## config.mk

```make
export PLATFORM = sky130hd
export DESIGN_NAME = letter_frequency_ranker
export DESIGN_NICKNAME = d
export VERILOG_FILES = /design/src/rtl/lfr_pkg.sv /design/src/rtl/lfr_bins.sv /design/src/rtl/lfr_scan.sv /design/src/rtl/letter_frequency_ranker.sv
export SDC_FILE = /design/constraint.sdc
export NUM_CORES = 1
export LEC_CHECK = 0
export BUFFER_PORTS_ARGS = -buffer_cell sky130_fd_sc_hd__buf_4
export CORE_ASPECT_RATIO = 1.2
export CORE_MARGIN = 8
export CORE_UTILIZATION = 25
export CTS_CLUSTER_SIZE = 8
export DETAILED_ROUTE_END_ITERATION = 7
export GPL_TIMING_DRIVEN = 0
export PLACE_DENSITY = 0.42
export SETUP_SLACK_MARGIN = 0.4
export SLEW_MARGIN = 5
export SYNTH_ARGS = -nofsm -noshare
export SYNTH_HDL_FRONTEND = slang
export SYNTH_SLANG_ARGS = --single-unit
```

## constraint.sdc

```tcl
create_clock -name clk -period 8.2 [get_ports clk]
set_clock_uncertainty 0.1 [all_clocks]
set_input_delay 0.41 -clock clk [delete_from_list [all_inputs] [get_ports clk]]
set_output_delay 0.41 -clock clk [all_outputs]
set_load 0.01 [all_outputs]
```

## src/rtl/lfr_pkg.sv

```systemverilog
// ============================================================================
// lfr_pkg - shared definitions for the letter frequency ranker
// Constants, letter decoding and the control bundles that pass between the
// sequencer, the bin store and the ranking scan unit.
// ============================================================================
package lfr_pkg;

    localparam int NUM_LETTERS     = 26;
    localparam int LETTER_W        = 5;
    localparam int OUT_COUNT_W     = 16;
    localparam int DEF_COUNT_WIDTH = 16;
    localparam int M_TDATA_W       = 24;

    localparam logic [7:0] CHAR_UPPER_A = 8'h41;
    localparam logic [7:0] CHAR_UPPER_Z = 8'h5A;
    localparam logic [7:0] CHAR_LOWER_A = 8'h61;
    localparam logic [7:0] CHAR_LOWER_Z = 8'h7A;

    localparam logic [LETTER_W-1:0] LAST_LETTER = LETTER_W'(NUM_LETTERS - 1);

    typedef struct packed {
        logic                hit;
        logic [LETTER_W-1:0] idx;
    } letter_dec_t;

    // Control of the bin store: increment the addressed bin, or clear them all.
    typedef struct packed {
        logic inc;
        logic clr;
    } bins_ctrl_t;

    // Control of the scan unit: start a new pass, or consider one bin.
    typedef struct packed {
        logic clear;
        logic step;
    } scan_ctrl_t;

    typedef enum logic [3:0] {
        ST_COUNT = 4'b0001,
        ST_SCAN  = 4'b0010,
        ST_EMIT  = 4'b0100,
        ST_EMPTY = 4'b1000
    } state_t;

    // Upper and lower case fold onto the same bin.
    function automatic letter_dec_t decode_letter(input logic [7:0] b);
        letter_dec_t d;
        d.hit = 1'b0;
        d.idx = '0;
        if (b >= CHAR_UPPER_A && b <= CHAR_UPPER_Z)
        begin
            d.hit = 1'b1;
            d.idx = LETTER_W'(b - CHAR_UPPER_A);
        end
        else if (b >= CHAR_LOWER_A && b <= CHAR_LOWER_Z)
        begin
            d.hit = 1'b1;
            d.idx = LETTER_W'(b - CHAR_LOWER_A);
        end
        return d;
    endfunction

endpackage

```

## src/rtl/lfr_bins.sv

```systemverilog
// ============================================================================
// lfr_bins - histogram bin store
// Twenty-six saturating counters with one read address, a read-modify-write
// increment and a clear of all bins at once.
// ============================================================================
module lfr_bins #(
    parameter int COUNT_WIDTH = lfr_pkg::DEF_COUNT_WIDTH
) (
    input  logic                          clk,
    input  logic                          rst_n,
    input  lfr_pkg::bins_ctrl_t           ctrl,
    input  logic [lfr_pkg::LETTER_W-1:0]  addr,
    output logic [COUNT_WIDTH-1:0]        rd_cnt
);
    import lfr_pkg::*;

    logic [COUNT_WIDTH-1:0] bins_reg  [NUM_LETTERS];
    logic [COUNT_WIDTH-1:0] bins_next [NUM_LETTERS];

    assign rd_cnt = bins_reg[addr];

    always_comb
    begin
        bins_next = bins_reg;
        if (ctrl.clr)
        begin
            for (int i = 0; i < NUM_LETTERS; i++)
            begin
                bins_next[i] = '0;
            end
        end
        else if (ctrl.inc && !(&rd_cnt))
        begin
            // A full bin stays at its maximum.
            bins_next[addr] = rd_cnt + COUNT_WIDTH'(1);
        end
    end

    always_ff @(posedge clk or negedge rst_n)
    begin
        if (!rst_n)
        begin
            for (int i = 0; i < NUM_LETTERS; i++)
            begin
                bins_reg[i] <= '0;
            end
        end
        else
        begin
            bins_reg <= bins_next;
        end
    end

endmodule

```

## src/rtl/lfr_scan.sv

```systemverilog
// ============================================================================
// lfr_scan - ranking scan unit
// One comparator, stepped over the bins one per cycle while step is high,
// holds the largest count seen; a tie keeps the lowest letter (strict compare).
// ============================================================================
module lfr_scan #(
    parameter int COUNT_WIDTH = lfr_pkg::DEF_COUNT_WIDTH
) (
    input  logic                          clk,
    input  logic                          rst_n,
    input  lfr_pkg::scan_ctrl_t           ctrl,
    input  logic                          cand,
    input  logic [lfr_pkg::LETTER_W-1:0]  idx,
    input  logic [COUNT_WIDTH-1:0]        cnt,
    output logic [lfr_pkg::LETTER_W-1:0]  best_idx,
    output logic [COUNT_WIDTH-1:0]        best_cnt
);
    import lfr_pkg::*;

    logic                   found_reg,    found_next;
    logic [LETTER_W-1:0]    best_idx_reg, best_idx_next;
    logic [COUNT_WIDTH-1:0] best_cnt_reg, best_cnt_next;
    logic                   take;

    assign take = ctrl.step && cand && (!found_reg || (cnt > best_cnt_reg));

    always_comb
    begin
        found_next    = found_reg;
        best_idx_next = best_idx_reg;
        best_cnt_next = best_cnt_reg;
        if (ctrl.clear)
        begin
            found_next = 1'b0;
        end
        else if (take)
        begin
            found_next    = 1'b1;
            best_idx_next = idx;
            best_cnt_next = cnt;
        end
    end

    always_ff @(posedge clk or negedge rst_n)
    begin
        if (!rst_n)
        begin
            found_reg <= 1'b0;
        end
        else
        begin
            found_reg <= found_next;
        end
    end

    always_ff @(posedge clk)
    begin
        best_idx_reg <= best_idx_next;
        best_cnt_reg <= best_cnt_next;
    end

    assign best_idx = best_idx_reg;
    assign best_cnt = best_cnt_reg;

endmodule

```

## src/rtl/letter_frequency_ranker.sv

```systemverilog
// ============================================================================
// letter_frequency_ranker - letter histogram of a text stream, ranked on demand
// Counts ASCII letters case-insensitively and, at the end of a text, emits
// the letters with a non-zero count in descending order of count.
// ============================================================================
// Usage:
// The slave channel carries one text byte per transfer in s_axis_tdata; a
// transfer with s_axis_tuser high marks the end of the text and its byte is
// ignored. While counting, the block takes one transfer every cycle, and a
// letter byte updates its bin in the same cycle.
// On an end transfer the block stops accepting and ranks the bins
// with one shared comparator: each result costs a full pass over the
// 26 bins, after which the result is loaded into the output register.
// A text with no letters gives a single result with valid_res low.
// Each result is held in an output register on the master channel; the last
// one carries m_axis_tlast. When the receiver stalls, the sequencer waits
// with the next result until the register is free. After the last result is
// loaded, the bins are cleared and counting resumes.
// Reset clears all bins, the letter mask and the output valid.
// ============================================================================
module letter_frequency_ranker #(
    parameter int COUNT_WIDTH = lfr_pkg::DEF_COUNT_WIDTH
) (
    input  logic                           clk,
    input  logic                           rst_n,
    // Slave channel
    input  logic                           s_axis_tvalid,
    output logic                           s_axis_tready,
    input  logic [7:0]                     s_axis_tdata,   // [7:0] text_byte
    input  logic                           s_axis_tuser,   // [0] end_of_text
    // Master channel
    output logic                           m_axis_tvalid,
    input  logic                           m_axis_tready,
    output logic [lfr_pkg::M_TDATA_W-1:0]  m_axis_tdata,   // [4:0] letter,
                                                           // [20:5] letter_count,
                                                           // [23:21] zero
    output logic                           m_axis_tuser,   // [0] valid_res
    output logic                           m_axis_tlast
);
    import lfr_pkg::*;

    state_t                  state_reg, state_next;
    logic [NUM_LETTERS-1:0]  mask_reg, mask_next;      // non-zero bins not yet ranked
    logic [LETTER_W-1:0]     scan_idx_reg, scan_idx_next;

    logic                    m_valid_reg, m_valid_next;
    logic [LETTER_W-1:0]     m_letter_reg, m_letter_next;
    logic [OUT_COUNT_W-1:0]  m_count_reg, m_count_next;
    logic                    m_res_reg, m_res_next;
    logic                    m_last_reg, m_last_next;

    logic                    s_accept;
    logic                    out_free;
    letter_dec_t             dec;
    bins_ctrl_t              bins_ctrl;
    scan_ctrl_t              scan_ctrl;
    logic [LETTER_W-1:0]     bin_addr;
    logic [COUNT_WIDTH-1:0]  bin_cnt;
    logic [LETTER_W-1:0]     best_idx;
    logic [COUNT_WIDTH-1:0]  best_cnt;
    logic [OUT_COUNT_W-1:0]  best_cnt_out;
    logic [NUM_LETTERS-1:0]  mask_left;

    assign s_axis_tready = (state_reg == ST_COUNT);
    assign s_accept      = s_axis_tvalid && s_axis_tready;
    assign out_free      = !m_valid_reg || m_axis_tready;
    assign dec           = decode_letter(s_axis_tdata);

    // The bin store has a single read port: the text byte's letter while
    // counting, the scan position while ranking.
    assign bin_addr  = (state_reg == ST_COUNT) ? dec.idx : scan_idx_reg;
    assign mask_left = mask_reg & ~(NUM_LETTERS'(1) << best_idx);

    // Counts wider than the result field report their saturated value.
    generate
        if (COUNT_WIDTH > OUT_COUNT_W)
        begin : g_wide
            assign best_cnt_out = (|best_cnt[COUNT_WIDTH-1:OUT_COUNT_W]) ?
                                  {OUT_COUNT_W{1'b1}} : best_cnt[OUT_COUNT_W-1:0];
        end
        else
        begin : g_narrow
            assign best_cnt_out = OUT_COUNT_W'(best_cnt);
        end
    endgenerate

    lfr_bins #(
        .COUNT_WIDTH (COUNT_WIDTH)
    ) u_bins (
        .clk    (clk),
        .rst_n  (rst_n),
        .ctrl   (bins_ctrl),
        .addr   (bin_addr),
        .rd_cnt (bin_cnt)
    );

    lfr_scan #(
        .COUNT_WIDTH (COUNT_WIDTH)
    ) u_scan (
        .clk      (clk),
        .rst_n    (rst_n),
        .ctrl     (scan_ctrl),
        .cand     (mask_reg[scan_idx_reg]),
        .idx      (scan_idx_reg),
        .cnt      (bin_cnt),
        .best_idx (best_idx),
        .best_cnt (best_cnt)
    );

    // Sequencer: count, then alternate scans and result loads, or an empty result.
    always_comb
    begin
        state_next    = state_reg;
        mask_next     = mask_reg;
        scan_idx_next = scan_idx_reg;
        bins_ctrl     = '0;
        scan_ctrl     = '0;
        m_valid_next  = m_valid_reg && !m_axis_tready;
        m_letter_next = m_letter_reg;
        m_count_next  = m_count_reg;
        m_res_next    = m_res_reg;
        m_last_next   = m_last_reg;

        unique case (state_reg)
            ST_COUNT:
            begin
                if (s_accept)
                begin
                    if (s_axis_tuser)
                    begin
                        if (mask_reg == '0)
                        begin
                            state_next = ST_EMPTY;
                        end
                        else
                        begin
                            state_next      = ST_SCAN;
                            scan_idx_next   = '0;
                            scan_ctrl.clear = 1'b1;
                        end
                    end
                    else if (dec.hit)
                    begin
                        bins_ctrl.inc      = 1'b1;
                        mask_next[dec.idx] = 1'b1;
                    end
                end
            end

            ST_SCAN:
            begin
                scan_ctrl.step = 1'b1;
                if (scan_idx_reg == LAST_LETTER)
                begin
                    state_next = ST_EMIT;
                end
                else
                begin
                    scan_idx_next = scan_idx_reg + LETTER_W'(1);
                end
            end

            ST_EMIT:
            begin
                if (out_free)
                begin
                    m_valid_next  = 1'b1;
                    m_letter_next = best_idx;
                    m_count_next  = best_cnt_out;
                    m_res_next    = 1'b1;
                    m_last_next   = (mask_left == '0);
                    mask_next     = mask_left;
                    if (mask_left == '0)
                    begin
                        bins_ctrl.clr = 1'b1;
                        state_next    = ST_COUNT;
                    end
                    else
                    begin
                        state_next      = ST_SCAN;
                        scan_idx_next   = '0;
                        scan_ctrl.clear = 1'b1;
                    end
                end
            end

            ST_EMPTY:
            begin
                if (out_free)
                begin
                    m_valid_next  = 1'b1;
                    m_letter_next = '0;
                    m_count_next  = '0;
                    m_res_next    = 1'b0;
                    m_last_next   = 1'b1;
                    state_next    = ST_COUNT;
                end
            end

            default:
            begin
                state_next = ST_COUNT;
            end
        endcase
    end

    always_ff @(posedge clk or negedge rst_n)
    begin
        if (!rst_n)
        begin
            state_reg    <= ST_COUNT;
            mask_reg     <= '0;
            scan_idx_reg <= '0;
            m_valid_reg  <= 1'b0;
        end
        else
        begin
            state_reg    <= state_next;
            mask_reg     <= mask_next;
            scan_idx_reg <= scan_idx_next;
            m_valid_reg  <= m_valid_next;
        end
    end

    always_ff @(posedge clk)
    begin
        m_letter_reg <= m_letter_next;
        m_count_reg  <= m_count_next;
        m_res_reg    <= m_res_next;
        m_last_reg   <= m_last_next;
    end

    assign m_axis_tvalid = m_valid_reg;
    assign m_axis_tdata  = M_TDATA_W'({m_count_reg, m_letter_reg});
    assign m_axis_tuser  = m_res_reg;
    assign m_axis_tlast  = m_last_reg;

endmodule
```

==> run summary <==
Outcome: finished clean
Gr ovfl total: 0
Setup crit start kind: flip-flop
Clk sinks: 497
Yosys cell types: 85
Final #Nets: 2861
Avg Vias per Cell: 5.94
CTS tree: built
Area contributors post-synth: dfrtp_1 (45%), nand3_1 (8.5%), o21ai_0 (7.8%)
Worst R2R Setup Slack: 0.32 ns
Biggest area consumer among synthesized cells: dfrtp_1
Core Rows: 128
P&R area growth vs syn: 17.5%
GR Util met1: 29.4%
Static Leak: 12.1 nW
Worst-path cell chain: or4b_4 > buf_2 > nand2_1 > clkbuf_1 > clkbuf_2 > a32oi_1 > a21boi_0 > a32oi_1 > nand4_1 > clkbuf_2 > clkbuf_2 > ha_1 > nand4_1 > nor2_1 > nand2_1 > xnor2_2 > clkbuf_1 > o21ai_0
Final ANT Viol Nets: 0
GR Layer Usage met2: 38.8%
CTS Buf Count: 72
CTS Buffer Depth: 3
Die area: 0.112 mm2
GRT Max-Usage Layer: met2
Hold depth: 3
Slowest stage delay, CP: 0.75 ns
# IOs: 41
Vias in the first global route: 24127
Peak supply drop: 196 uV
Detailed placer's ending HPWL: 101 mm
Detailed Route WL: 142 mm
Clk slew on worst S/H paths: 0.05 ns
Setup violators final: 0
Min-delay worst type: in2reg
Worst EP required: 8.59 ns
Core Area: 0.101 mm2
Final TNS setup: 0 ns
Cell Area, Synth: 0.0253 mm2
Most frequent cells after synthesis: dfrtp_1 (452), nand3_1 (429), o21ai_0 (396), clkbuf_1 (166), nand2_1 (150)
Worst skew pair latency: 0.67 ns
Synth warnings: 0
Final RePlAce weighted congestion: 1.00
Tmin final: 7.88 ns
Fin crit share: 96.1%
Die W: 306 um
Ys async rst share: 91.1%
Starting Density: 25.1%
Synth Area per Inst: 9.38 um2
Worst-Margin Slew: 1.39 ns
H-tree depth: 3
Cell seen most often among critical-path stages: clkbuf_2
Register area share after synthesis: 50.0%
Pwr per Cell Area: 365 mW/mm2
Fin util: 29.5%
Flops & latches, synth: 497
RSZ-0062 raised after global routing: yes
Yosys top cell area share: 44.7%
I/O Buffers: 36
Crit path DAT: 8.27 ns
Setup CP Type: reg2reg
Slew margin rel.: 7.09%
First-pass GRT wire length: 195 mm
Post-route DRC: 0
Crit path max-delay cell type: clkbuf_1
Post-synth EDFFs: 44
Initial DRC Count: 2899
Root Driver: clkbuf_16
Met3 Resource Use GR: 6.09%
Cells after Synth: 2697
Initial antenna violation count: 13
Pin count of the biggest net entering global routing: 113
Setup crit end kind: flip-flop
Top-count cell post-synth: dfrtp_1
Most used flip-flop cell after synthesis: dfrtp_1
Max cap viols: 0
Endpoints failing hold: 0
CP Max Fanout: 12
Worst R2R Path Depth: 18
Via count: 24703
Maximum clock rate: 0.127 GHz
Final Max Slew Viols: 0
Avg WL per Cell: 34.1 um
Max reg flops: 416
Die H: 364 um
Overall Global Routing Usage: 24.6%
Share of layout cells above drive strength 1: 12.2%
Pre-antenna DRT Iters: 6
[final cells by class]
type | count | area (um2)
Fill cell | 10708 | 71200
Sequential cell | 497 | 12700
Multi-Input combinational cell | 1874 | 11200
Clock buffer | 87 | 1870
Tap cell | 1300 | 1630
Buffer | 284 | 1440
Timing Repair Buffer | 53 | 561
Inverter | 44 | 170
Clock inverter | 7 | 135
Antenna cell | 11 | 27.5
[metrics by stage]
| step | hold WS, ns | cells | instance area [um2] | power [W] | worst slack, ns |
|---|---|---|---|---|---|
| floorplan | 0.0144 | 2699 | 25300 | 0.00490 | 1.69 |
| global placement | 0.336 | 4035 | 27200 | 0.00772 | -2.89 |
| detailed placement | 0.251 | 4049 | 27500 | 0.00786 | -2.17 |
| CTS | 0.0177 | 4146 | 29600 | 0.0107 | 0.422 |
| global route | 0.0563 | 4146 | 29700 | 0.0110 | 0.280 |
| finish | 0.0371 | 4157 | 29700 | 0.0109 | 0.317 |
[placed cells by master, fill, tap and decap left out, drive strengths merged, types with 7 or more instances in the layout]
master	Yosys	layout
o21ai	464	464
ha	22	22
nand3	430	430
nor2b	42	42
a31o	7	7
a21oi	108	108
a32oi	29	29
a32o	12	12
a21boi	25	25
nor4	14	14
o311ai	20	20
a222oi	7	7
mux4	7	7
mux2i	14	14
edfxtp	44	44
o22ai	18	18
xnor2	12	12
and4	22	22
nor2	72	72
diode	0	11
a221o	12	12
dfrtp	452	452
inv	43	45
nand4	19	19
nand2b	14	14
a211oi	113	113
xor2	7	7
and3	87	87
clkbuf	166	251
o32ai	8	8
buf	118	170
nand2	151	151
nor3	44	44
and2	12	12
or2	7	7
[kinds of logic (layout without fill, tap and decap cells)]
logic type,Yosys count,in the layout,synth area share (%)
xor+xnor,19,19,0.658
mux,25,25,1.35
compound gates,871,871,21.6
other cells,1,14,0.0148
simple gates,934,934,19.1
buf+inv,328,475,6.20
flops,497,497,50.0
fa+ha+maj,22,22,1.09
[where the power goes]
part           internal [W]  switching (W)  leakage, nW
logic               0.00103        0.00417         4.40
registers           0.00272       0.000150         6.68
clock network       0.00160        0.00120        0.970
total               0.00535        0.00551         12.1
[routing by layer]
metal  part of all wire, %  up-vias  wire length [um]
met5                 0.036        -                51
met4                   7.9        6             11200
met3                   8.7      388             12300
met2                    45     1451             63600
met1                    38    12633             54400
li1                      -    10225                 -
[worst max-delay path: cells and delay by family (launching register included)]
family          cells  cell delay [ns]
compound gates      4             1.10
xor+xnor            1             0.40
fa+ha+maj           1             0.31
buf+inv             6             3.18
flops               1             0.58
simple gates        6             2.03
[final timing paths]
check / from / endpoint
worst max-delay path: state_reg[0] / u_bins.bins_reg[30]
worst min-delay path: m_axis_tready / m_axis_tvalid
worst max register to register: state_reg[0] / u_bins.bins_reg[30]
worst min register to register: scan_idx_reg[4] / u_scan.best_idx[4]
max in group asynchronous: rst_n / u_bins.bins_reg[269]
min in group asynchronous: rst_n / mask_reg[22]
[repair_timing]
item / 4_1_cts / 5_1_grt
endpoints found under the hold margin: 49 / 0
hold buffers: 1 / 0
pin swaps: 1 / 0
setup endpoints to repair: 437 / 128
buffers inserted: 2 / 0
resized for setup: 18 / 28
gates cloned: 0 / 0
Note: power is estimated with default switching activity, not from simulation.
